`src/design/nfss_pkg.sv`:
```
// Package for the nearest-first stream scheduler: payload structs, codes,
// controller states and the controller/datapath command and status structs.
// No dependencies.
package nfss_pkg;

  localparam int unsigned TableDepthDefault     = 64;
  localparam int unsigned ResidentLevelsDefault = 8;
  localparam int unsigned CapFactorLog2         = 2;
  localparam logic [31:0] BudgetResetValue      = 32'd8388608;

  typedef enum logic [1:0] {
    OP_ADD  = 2'd0,
    OP_LEN  = 2'd1,
    OP_TICK = 2'd2,
    OP_PULL = 2'd3
  } op_e;

  typedef enum logic [1:0] {
    ST_OK    = 2'd0,
    ST_FULL  = 2'd1,
    ST_EMPTY = 2'd2,
    ST_RSVD  = 2'd3
  } status_e;

  typedef struct packed {
    logic [1:0]         operation;
    logic [15:0]        texture_index;
    logic signed [23:0] pos_x;
    logic signed [23:0] pos_y;
    logic signed [23:0] pos_z;
    logic               has_centroid;
    logic [2:0]         level_index;
    logic [31:0]        level_length;
  } in_item_t;

  typedef struct packed {
    logic [1:0]  status;
    logic [15:0] granted_texture;
    logic [2:0]  granted_level;
    logic [31:0] granted_length;
    logic        job_finished;
  } out_item_t;

  typedef enum logic [2:0] {
    S_IDLE,
    S_SCAN,
    S_DIST,
    S_PICK,
    S_READ,
    S_DATA,
    S_OUT
  } state_e;

  // controller -> datapath
  typedef struct packed {
    logic capture;     // latch input item
    logic exec_simple; // add / set length / tick / pull reject
    logic scan_start;  // reset scan pointer and best
    logic scan_step;   // issue read of scan slot
    logic dist_step;   // fold distance of read slot
    logic pick;        // issue reads for the best slot
    logic grant;       // build grant, update table and budget
    logic out_load;    // load result register
  } cmd_t;

  // datapath -> controller
  typedef struct packed {
    logic is_pull;
    logic pull_reject; // zero budget or empty table
    logic scan_last;   // compare of the last slot has drained
  } stat_t;

endpackage

```
`src/design/nfss_ctrl.sv`:
```
// Controller state machine of the scheduler: sequences item capture, the
// nearest-job scan and the grant. Depends on nfss_pkg.
module nfss_ctrl (
  input  logic            clk_i,
  input  logic            rst_ni,
  input  logic            in_valid_i,
  output logic            in_ready_o,
  output logic            out_valid_o,
  input  logic            out_ready_i,
  input  nfss_pkg::stat_t stat_i,
  output nfss_pkg::cmd_t  cmd_o
);

  nfss_pkg::state_e state_q, state_d;

  always_ff @(posedge clk_i or negedge rst_ni) begin
    if (!rst_ni) begin
      state_q <= nfss_pkg::S_IDLE;
    end else begin
      state_q <= state_d;
    end
  end

  // S_IDLE takes an item; S_OUT holds the result until its transfer.
  always_comb begin
    state_d = state_q;
    unique case (state_q)
      nfss_pkg::S_IDLE: begin
        if (in_valid_i) state_d = nfss_pkg::S_SCAN;
      end
      nfss_pkg::S_SCAN: begin
        if (!stat_i.is_pull) state_d = nfss_pkg::S_OUT;
        else state_d = nfss_pkg::S_DIST;
      end
      nfss_pkg::S_DIST: begin
        if (stat_i.scan_last) state_d = nfss_pkg::S_PICK;
      end
      nfss_pkg::S_PICK: begin
        if (stat_i.pull_reject) state_d = nfss_pkg::S_OUT;
        else state_d = nfss_pkg::S_READ;
      end
      nfss_pkg::S_READ: state_d = nfss_pkg::S_DATA;
      nfss_pkg::S_DATA: state_d = nfss_pkg::S_OUT;
      nfss_pkg::S_OUT: begin
        if (out_ready_i) state_d = nfss_pkg::S_IDLE;
      end
      default: state_d = nfss_pkg::S_IDLE;
    endcase
  end

  always_comb begin
    cmd_o       = '0;
    in_ready_o  = 1'b0;
    out_valid_o = 1'b0;
    unique case (state_q)
      nfss_pkg::S_IDLE: begin
        in_ready_o        = 1'b1;
        cmd_o.capture     = in_valid_i;
        cmd_o.scan_start  = in_valid_i;
      end
      nfss_pkg::S_SCAN: begin
        cmd_o.exec_simple = !stat_i.is_pull;
        cmd_o.out_load    = !stat_i.is_pull;
        cmd_o.scan_step   = stat_i.is_pull;
      end
      nfss_pkg::S_DIST: begin
        cmd_o.dist_step = 1'b1;
        cmd_o.scan_step = !stat_i.scan_last;
      end
      nfss_pkg::S_PICK: begin
        cmd_o.pick        = !stat_i.pull_reject;
        cmd_o.exec_simple = stat_i.pull_reject;
        cmd_o.out_load    = stat_i.pull_reject;
      end
      // keep the entry read on the picked slot so its data is there at grant
      nfss_pkg::S_READ: cmd_o.pick = 1'b1;
      nfss_pkg::S_DATA: begin
        cmd_o.grant    = 1'b1;
        cmd_o.out_load = 1'b1;
      end
      nfss_pkg::S_OUT: out_valid_o = 1'b1;
      default: ;
    endcase
  end

endmodule

```
`config.mk`:
```
export PLATFORM = sky130hd
export DESIGN_NAME = nfss_ctrl
export DESIGN_NICKNAME = d
export VERILOG_FILES = /design/src/design/nfss_pkg.sv /design/src/design/nfss_ctrl.sv
export SDC_FILE = /design/constraint.sdc
export NUM_CORES = 1
export LEC_CHECK = 0
export BUFFER_PORTS_ARGS = -buffer_cell sky130_fd_sc_hd__clkbuf_2
export CORE_AREA = 3 3 40 42
export CTS_BUF_LIST = sky130_fd_sc_hd__clkbuf_4 sky130_fd_sc_hd__clkbuf_8 sky130_fd_sc_hd__clkbuf_16
export CTS_CLUSTER_SIZE = 20
export DETAILED_ROUTE_END_ITERATION = 6
export DIE_AREA = 0 0 43 45
export PLACE_DENSITY = 0.45
export SLEW_MARGIN = 20
export SYNTH_ARGS = -nofsm -noshare
export SYNTH_HDL_FRONTEND = slang
export SYNTH_SLANG_ARGS = --single-unit
```
`constraint.sdc`:
```
create_clock -name clk_i -period 1.03 [get_ports clk_i]
set_input_delay 0.1545 -clock clk_i [delete_from_list [all_inputs] [get_ports clk_i]]
set_output_delay 0.1545 -clock clk_i [all_outputs]
set_load 0.01 [all_outputs]
```
Word level (Yosys, flattened, before mapping)
Cells that the tools add are included.
- register bits after elaboration: 3
- logic and storage cells: 30
- equal/unequal tests: 9
- reductions and logical operators: 5
- mux-type cells: 15
- operator list (kind ; number):
    $pmux 3 s7 ; 1
    $mux 3 ; 4
    $eq 3x3->1 const B ; 3
    $eq 3x2->1 const B ; 2
    $ne 2x2->1 const B ; 3
    $pmux 1 s2 ; 3
    $mux 1 ; 5
    $eq 3x1->1 const B ; 1
    $logic_not 1->1 ; 3
    $logic_not 3->1 ; 1
    $pmux 1 s3 ; 1
    $reduce_and 3->1 ; 1
    $mux 2 ; 1

Depth between registers and ports, before layout
Gate-level depths: netlist of the first run.
- depth after elaboration: 3
- gate-level depth with buffers: 4
- mapped depth without buffers: 3

Worst setup path before layout of the first run
No wires, ideal clock.
- kind: reg-to-output
- start point: register state_q[2]
- end point: output cmd_o[7] (netlist name)
- cell stages (with the launch flop): 5
- buffers on the path: 2
- required time: 0.876 ns
- data arrival time: 1.222 ns
- setup slack: -0.347 ns
- cells stage by stage: dfrtp_1 > buf_6 > nor3_1 > and2_1 > buf_4
- RTL lines (element ; line ; source):
    start, declared ; nfss_ctrl.sv:14 ; nfss_pkg::state_e state_q, state_d;
    start signal, assigned ; nfss_ctrl.sv:18 ; state_q <= nfss_pkg::S_IDLE;
    start signal, assigned ; nfss_ctrl.sv:20 ; state_q <= state_d;
    end, declared ; nfss_ctrl.sv:11 ; output nfss_pkg::cmd_t cmd_o

==> results of run 1 <==
-- cells by family (layout without fill, tap and decap cells) --
logic type | count (synthesis) | in the layout | share of synthesized area, %
flip-flops | 3 | 3 | 27.9
AND/OR/NAND/NOR | 17 | 17 | 37.7
buffers and inverters | 6 | 38 | 13.0
AO/OA/AOI/OAI | 10 | 10 | 21.4
-- power breakdown --
part	internal, uW	switching [uW]	leakage (uW)
clock network	172	62.4	0.0000184
logic	822	606	0.000246
registers	186	114	0.0000345
total	1180	782	0.000298
-- per-stage QoR --
stage	utilization, %	power, uW	hold slack, ps	instances	setup TNS, ps
after detailed placement	34.2	1270	-46.3	74	-874
after global routing	46.1	2110	228	83	-4040
after floorplan	-	874	-141	36	-154
after global placement	34.2	1290	-46.4	74	-938
final	46.1	1960	197	83	-3400
after CTS	42.8	1800	169	83	-3440
-- Yosys cell counts --
library cell	number	area, sq um
nand2_1	5	18.8
nand3b_1	1	7.51
inv_1	2	7.51
a21oi_1	3	15.0
a31oi_1	1	6.26
and3_2	1	7.51
nor3_1	2	10.0
nor2_2	1	6.26
buf_6	1	11.3
and2b_2	2	17.5
a211oi_1	1	7.51
o21ai_0	4	20.0
a211o_1	1	8.76
nor2_1	2	7.51
buf_2	1	5.00
nor3b_1	1	7.51
nor3b_2	1	12.5
and2_1	1	6.26
dfrtp_1	3	75.1
inv_2	1	3.75
buf_4	1	7.51
-- critical path: cells and delay by family, from the launching register on --
| family | cells | cell delay [ps] |
|---|---|---|
| simple gates | 2 | 240 |
| compound gates | 1 | 60 |
| buf+inv | 2 | 280 |
| flops | 1 | 420 |
-- worst min-delay path by stage --
stage	startpoint	end	slack [ps]	cells after the start
after floorplan	rst_ni	state_q[0]	-140	0
after global placement	rst_ni	state_q[0]	-50	1
after detailed placement	rst_ni	state_q[0]	-50	1
after CTS	stat_i[0]	state_q[0]	170	3
after global routing	stat_i[0]	state_q[0]	230	3
final	stat_i[0]	state_q[0]	200	3
-- what timing repair did --
action                                 CTS  global route
endpoints found under the hold margin    3             0
hold buffers                             1             0
resized for setup                       13            18
setup endpoints to repair               11            12
pin swaps                                5             3
gates cloned                             0             0
setup buffers                            4             2
-- layer usage --
metal	wire length [um]	vias to the layer above
met4	18	0
met3	56	2
met2	519	12
met5	0	-
li1	-	185
met1	339	176
-- final cells by class --
class | count | area, sq um
Fill cell | 128 | 693
Timing Repair Buffer | 31 | 246
Multi-Input combinational cell | 27 | 205
Sequential cell | 3 | 77.6
Clock buffer | 4 | 30.0
Tap cell | 15 | 18.8
Inverter | 3 | 13.8
==> flow_metrics.env, run 1 <==
export IMPL_cpPeakStageDelay_ps=420
export IMPL_nNetsFinal=76
export IMPL_cp_startpoint="state_q[0]"
export IMPL_netlist_instances=36
export IMPL_ant_nets=0
export IMPL_grt_pass1_wl_um=1370
export IMPL_tightest_slew_ps=221
export IMPL_layout_drive_gt1_share_pct=72.1
export IMPL_end_kind="output port"
export IMPL_synth_avg_cell_area_sq_um=7.47
export IMPL_layout_setup_ws_ps=-362
export IMPL_coreArea_sq_um=1280
export IMPL_status="finished with violations"
export IMPL_use_met3_pct=3.19
export IMPL_synth_warnings=0
export IMPL_worstPathRequired_ps=880
export IMPL_synth_cell_types=21
export IMPL_rr_worst_depth=4
export IMPL_crit_type="flop to output port"
export IMPL_antenna_found_initial=0
export IMPL_start_kind="flop"
export IMPL_portBuffers=16
export IMPL_worstHoldPathType="input pin to flop"
export IMPL_cts_sinks=3
export IMPL_die_height_um=45
export IMPL_drcViolationCount=0
export IMPL_dp_slack_ps=-119
export IMPL_crit_reg2reg_launch="state_q[1]"
export IMPL_placed_cell_area_sq_um=439
export IMPL_wire_per_inst_um=11.3
export IMPL_detail_route_first_pass_iterations=4
export IMPL_fin_area_sq_um=592
export IMPL_cts_inserted_buffers=3
export IMPL_use_met2_pct=16.5
export IMPL_crit_end="cmd_o[4]"
export IMPL_wirelength_um=934
export IMPL_relSlewSlack_pct=85.2
export IMPL_routabilityCongestion=0.717
export IMPL_area_growth_pct=120
export IMPL_r2r_end="state_q[1]"
export IMPL_top_regs="state_q x3"
export IMPL_via_per_inst=4.52
export IMPL_use_met1_pct=10.0
export IMPL_r2r_slack_ps=-170
export IMPL_cts_root_buf="clkbuf_4"
export IMPL_first_global_vias=345
export IMPL_setup_violations_final=13
export IMPL_die_w_um=43
export IMPL_hold_violations=0
export IMPL_final_common_cell="buf_6"
export IMPL_fin_crit_ps=1390
export IMPL_leakagePower_uw=0.000298
export IMPL_cts_tree="built"
export IMPL_most_common_layout_cells="buf_6 (11), buf_4 (7), clkbuf_2 (6), buf_2 (6), nand2_1 (5)"
export IMPL_grt_max_degree=9
export IMPL_die_area_sq_um=1940
export IMPL_drtIter0Drc=5
export IMPL_initial_core_util_pct=20.9
export IMPL_violations="setup timing"
export IMPL_cp_arrival_ps=1240
export IMPL_path_clk_slew_ps=40
export IMPL_antenna_cells=0
export IMPL_largest_register_ffs=3
export IMPL_top_register="state_q"
export IMPL_peakVddDrop_uv=1460
export IMPL_fin_skew_ps=0.496
export IMPL_syn_area_sq_um=269
export IMPL_rsz0062_at_grt="true"
export IMPL_slew_viol_final=0
export IMPL_crit_fanout=4
export IMPL_htreeDepth=1
export IMPL_track_usage_pct=9.78
export IMPL_clock_fmax_mhz=719
export IMPL_hpwl_um=581
export IMPL_p_per_area_nw_per_um2=3310
export IMPL_ys_ff_latch=3
export IMPL_cap_viol_max_count=0
export IMPL_crit_chain="buf_6 -> nor3b_4 -> a31oi_1 -> nor2_1 -> buf_2"
export IMPL_row_count=13
export IMPL_ioPinCount=17
export IMPL_worstSkewPairLatency_ps=230
export IMPL_fin_crit_sh_pct=135
export IMPL_syn_nets=43
export IMPL_grt_busiest_layer="met2"
export IMPL_ys_seq_area_share_pct=27.9
export IMPL_crit_slowest_cell="dfrtp_1"
export IMPL_grt_overflow=0
export IMPL_cts_buffer_depth=2
export IMPL_num_vias=375
(Power assumes the default switching activity.)
==> run 2, diff against run 1 <==
--- a/config.mk
+++ b/config.mk
@@ -8,7 +8,7 @@
 export BUFFER_PORTS_ARGS = -buffer_cell sky130_fd_sc_hd__clkbuf_2
 export CORE_AREA = 3 3 40 42
 export CTS_BUF_LIST = sky130_fd_sc_hd__clkbuf_4 sky130_fd_sc_hd__clkbuf_8 sky130_fd_sc_hd__clkbuf_16
-export CTS_CLUSTER_SIZE = 20
+export CTS_CLUSTER_SIZE = 30
 export DETAILED_ROUTE_END_ITERATION = 6
 export DIE_AREA = 0 0 43 45
 export PLACE_DENSITY = 0.45
==> constraint.sdc (replaced) <==
create_clock -name clk_i -period 1.03 [get_ports clk_i]
set_input_delay 0.206 -clock clk_i [delete_from_list [all_inputs] [get_ports clk_i]]
set_output_delay 0.206 -clock clk_i [all_outputs]
set_load 0.01 [all_outputs]
==> flow_metrics.env, run 2 (synthesized netlist as in run 1, its figures left out) <==
export IMPL_crit_slowest_cell="dfrtp_2"
export IMPL_coreArea_sq_um=1280
export IMPL_wirelength_um=908
export IMPL_crit_type="flop to output port"
export IMPL_netSwitchingPower_uw=787
export IMPL_layout_setup_ws_ps=-415
export IMPL_most_common_layout_cells="buf_4 (13), clkbuf_2 (8), buf_6 (8), buf_2 (5)"
export IMPL_worstHoldPathType="input pin to flop"
export IMPL_drcViolationCount=0
export IMPL_min_path_cells=3
export IMPL_cpPeakStageDelay_ps=460
export IMPL_final_common_cell="buf_4"
export IMPL_top_register="state_q"
export IMPL_track_usage_pct=10.4
export IMPL_cts_buffer_depth=2
export IMPL_largest_register_ffs=3
export IMPL_crit_chain="inv_4 -> a211o_1 -> nor2_2 -> buf_2"
export IMPL_holdPathEnd="state_q[0]"
export IMPL_grt_overflow=0
export IMPL_multi_input_area_sq_um=209
export IMPL_r2r_slack_ps=-210
export IMPL_instances_no_fill=87
export IMPL_htreeDepth=1
export IMPL_rsz0062_at_grt="true"
export IMPL_cts_inserted_buffers=3
export IMPL_crit_family="flip-flops"
export IMPL_placed_cell_area_sq_um=463
export IMPL_leakagePower_uw=0.000312
export IMPL_cts_root_buf="clkbuf_4"
export IMPL_rr_worst_depth=6
export IMPL_setup_violations_final=13
export IMPL_placed_cells=76
export IMPL_row_count=13
export IMPL_ant_nets=0
export IMPL_cts_sinks=3
export IMPL_peakVddDrop_uv=1320
export IMPL_r2r_end="state_q[1]"
export IMPL_die_area_sq_um=1940
export IMPL_worstPathRequired_ps=820
export IMPL_via_per_inst=4.38
export IMPL_die_w_um=43
export IMPL_nFillCells=122
export IMPL_path_clk_slew_ps=40
export IMPL_drtIter0Drc=1
export IMPL_antenna_found_initial=0
export IMPL_cap_viol_max_count=0
export IMPL_top_regs="state_q x3"
export IMPL_area_growth_pct=127
export IMPL_portBuffers=16
export IMPL_status="finished with violations"
export IMPL_first_global_vias=398
export IMPL_hold_violations=0
export IMPL_netSwitchingFraction_pct=39.4
export IMPL_comb_power_share_pct=73.5
export IMPL_start_kind="flop"
export IMPL_p_per_area_nw_per_um2=3270
export IMPL_p_clk_share_pct=11.6
export IMPL_finalSetupTns_ps=-4110
export IMPL_regArea_sq_um=77.6
export IMPL_tightest_slew_ps=218
export IMPL_fin_area_sq_um=612
export IMPL_grt_pass1_wl_um=1450
export IMPL_p_int_uw=1210
export IMPL_num_vias=381
export IMPL_hold_slack_ps=234
export IMPL_layout_drive_gt1_share_pct=80.6
export IMPL_fin_skew_ps=1.87
export IMPL_violations="setup timing"
export IMPL_slew_viol_final=0
export IMPL_ioPinCount=17
export IMPL_grt_max_degree=9
export IMPL_relSlewSlack_pct=85.3
export IMPL_cp_arrival_ps=1240
export IMPL_routabilityCongestion=0.711
export IMPL_initial_core_util_pct=20.9
export IMPL_die_height_um=45
export IMPL_crit_reg2reg_launch="state_q[1]"
export IMPL_finalPower_uw=2000
export IMPL_wire_per_inst_um=10.4
export IMPL_fin_crit_sh_pct=140
export IMPL_fin_crit_ps=1450
export IMPL_detail_route_first_pass_iterations=2
export IMPL_cts_tree="built"
export IMPL_end_kind="output port"
export IMPL_cp_num_buf_inv=2
export IMPL_antenna_cells=0
export IMPL_sequentialPowerShare_pct=14.9
export IMPL_clock_fmax_mhz=692
export IMPL_nNetsFinal=80
export IMPL_hpwl_um=612
export IMPL_hp_start="stat_i[0]"
export IMPL_worstSkewPairLatency_ps=230
export IMPL_crit_fanout=8
## run 2: changes by cell type in the layout (fill, tap and decap cells not counted), sizes merged
| cell | before | now |
|---|---|---|
| buf | 24 | 26 |
| clkbuf | 10 | 12 |
## run 2: timing repair
action / CTS / global route
setup endpoints to repair: 12 / 13
hold endpoints to repair: 3 / 0
gates cloned: 0 / 0
setup buffers: 5 / 1
gates resized for setup: 13 / 13
pin swaps: 5 / 6
hold buffers: 1 / 0
## run 2: layout make-up
| cell class | count | share of cell area [%] |
|---|---|---|
| timing repair buffer | 35 | 42.9 |
| sequential | 3 | 12.7 |
| inverter | 3 | 2.25 |
| clock buffer | 4 | 4.91 |
| tap | 15 | 3.07 |
| multi-input combinational | 27 | 34.2 |
## run 2: how the worst max path moves through the flow
| stage | slack, ps | end | start | cells past startpoint |
|---|---|---|---|---|
| floorplan | -130 | cmd_o[7] | state_q[1] | 3 |
| global placement | -220 | cmd_o[6] | state_q[1] | 4 |
| detailed placement | -200 | cmd_o[6] | state_q[1] | 4 |
| CTS | -460 | cmd_o[6] | state_q[1] | 4 |
| global route | -480 | cmd_o[3] | state_q[1] | 5 |
| finish | -420 | cmd_o[6] | state_q[1] | 4 |
## run 2: power by group through the flow
stage / Combinational (uW) / Clock, uW / Sequential [uW]
floorplan: 653 / 0 / 252
finish: 1470 / 233 / 298
detailed placement: 1070 / 0 / 277
global route: 1590 / 257 / 311
global placement: 1080 / 0 / 277
CTS: 1350 / 247 / 296
## run 2: worst reg2reg max path, cell delays in order (launching register included)
cell and delay [ps]:
dfrtp_2 460, inv_4 60, buf_4 130, buf_4 120, buf_4 120, a211oi_2 160, a21oi_1 70
## run 2: layer usage
| metal | global-route usage (%) | routed length, um | vias up |
|---|---|---|---|
| met3 | 1.59 | 63 | 2 |
| li1 | - | - | 194 |
| met1 | 9.49 | 340 | 173 |
| met2 | 19.2 | 489 | 12 |
| met5 | 0 | 0 | - |
| met4 | 10.8 | 14 | 0 |
## run 2: stage by stage
stage               utilization (%)  worst slack [ps]
floorplan                         -              -135
global placement               36.0              -220
detailed placement             36.0              -203
CTS                            45.1              -461
global route                   47.6              -482
finish                         47.6              -415
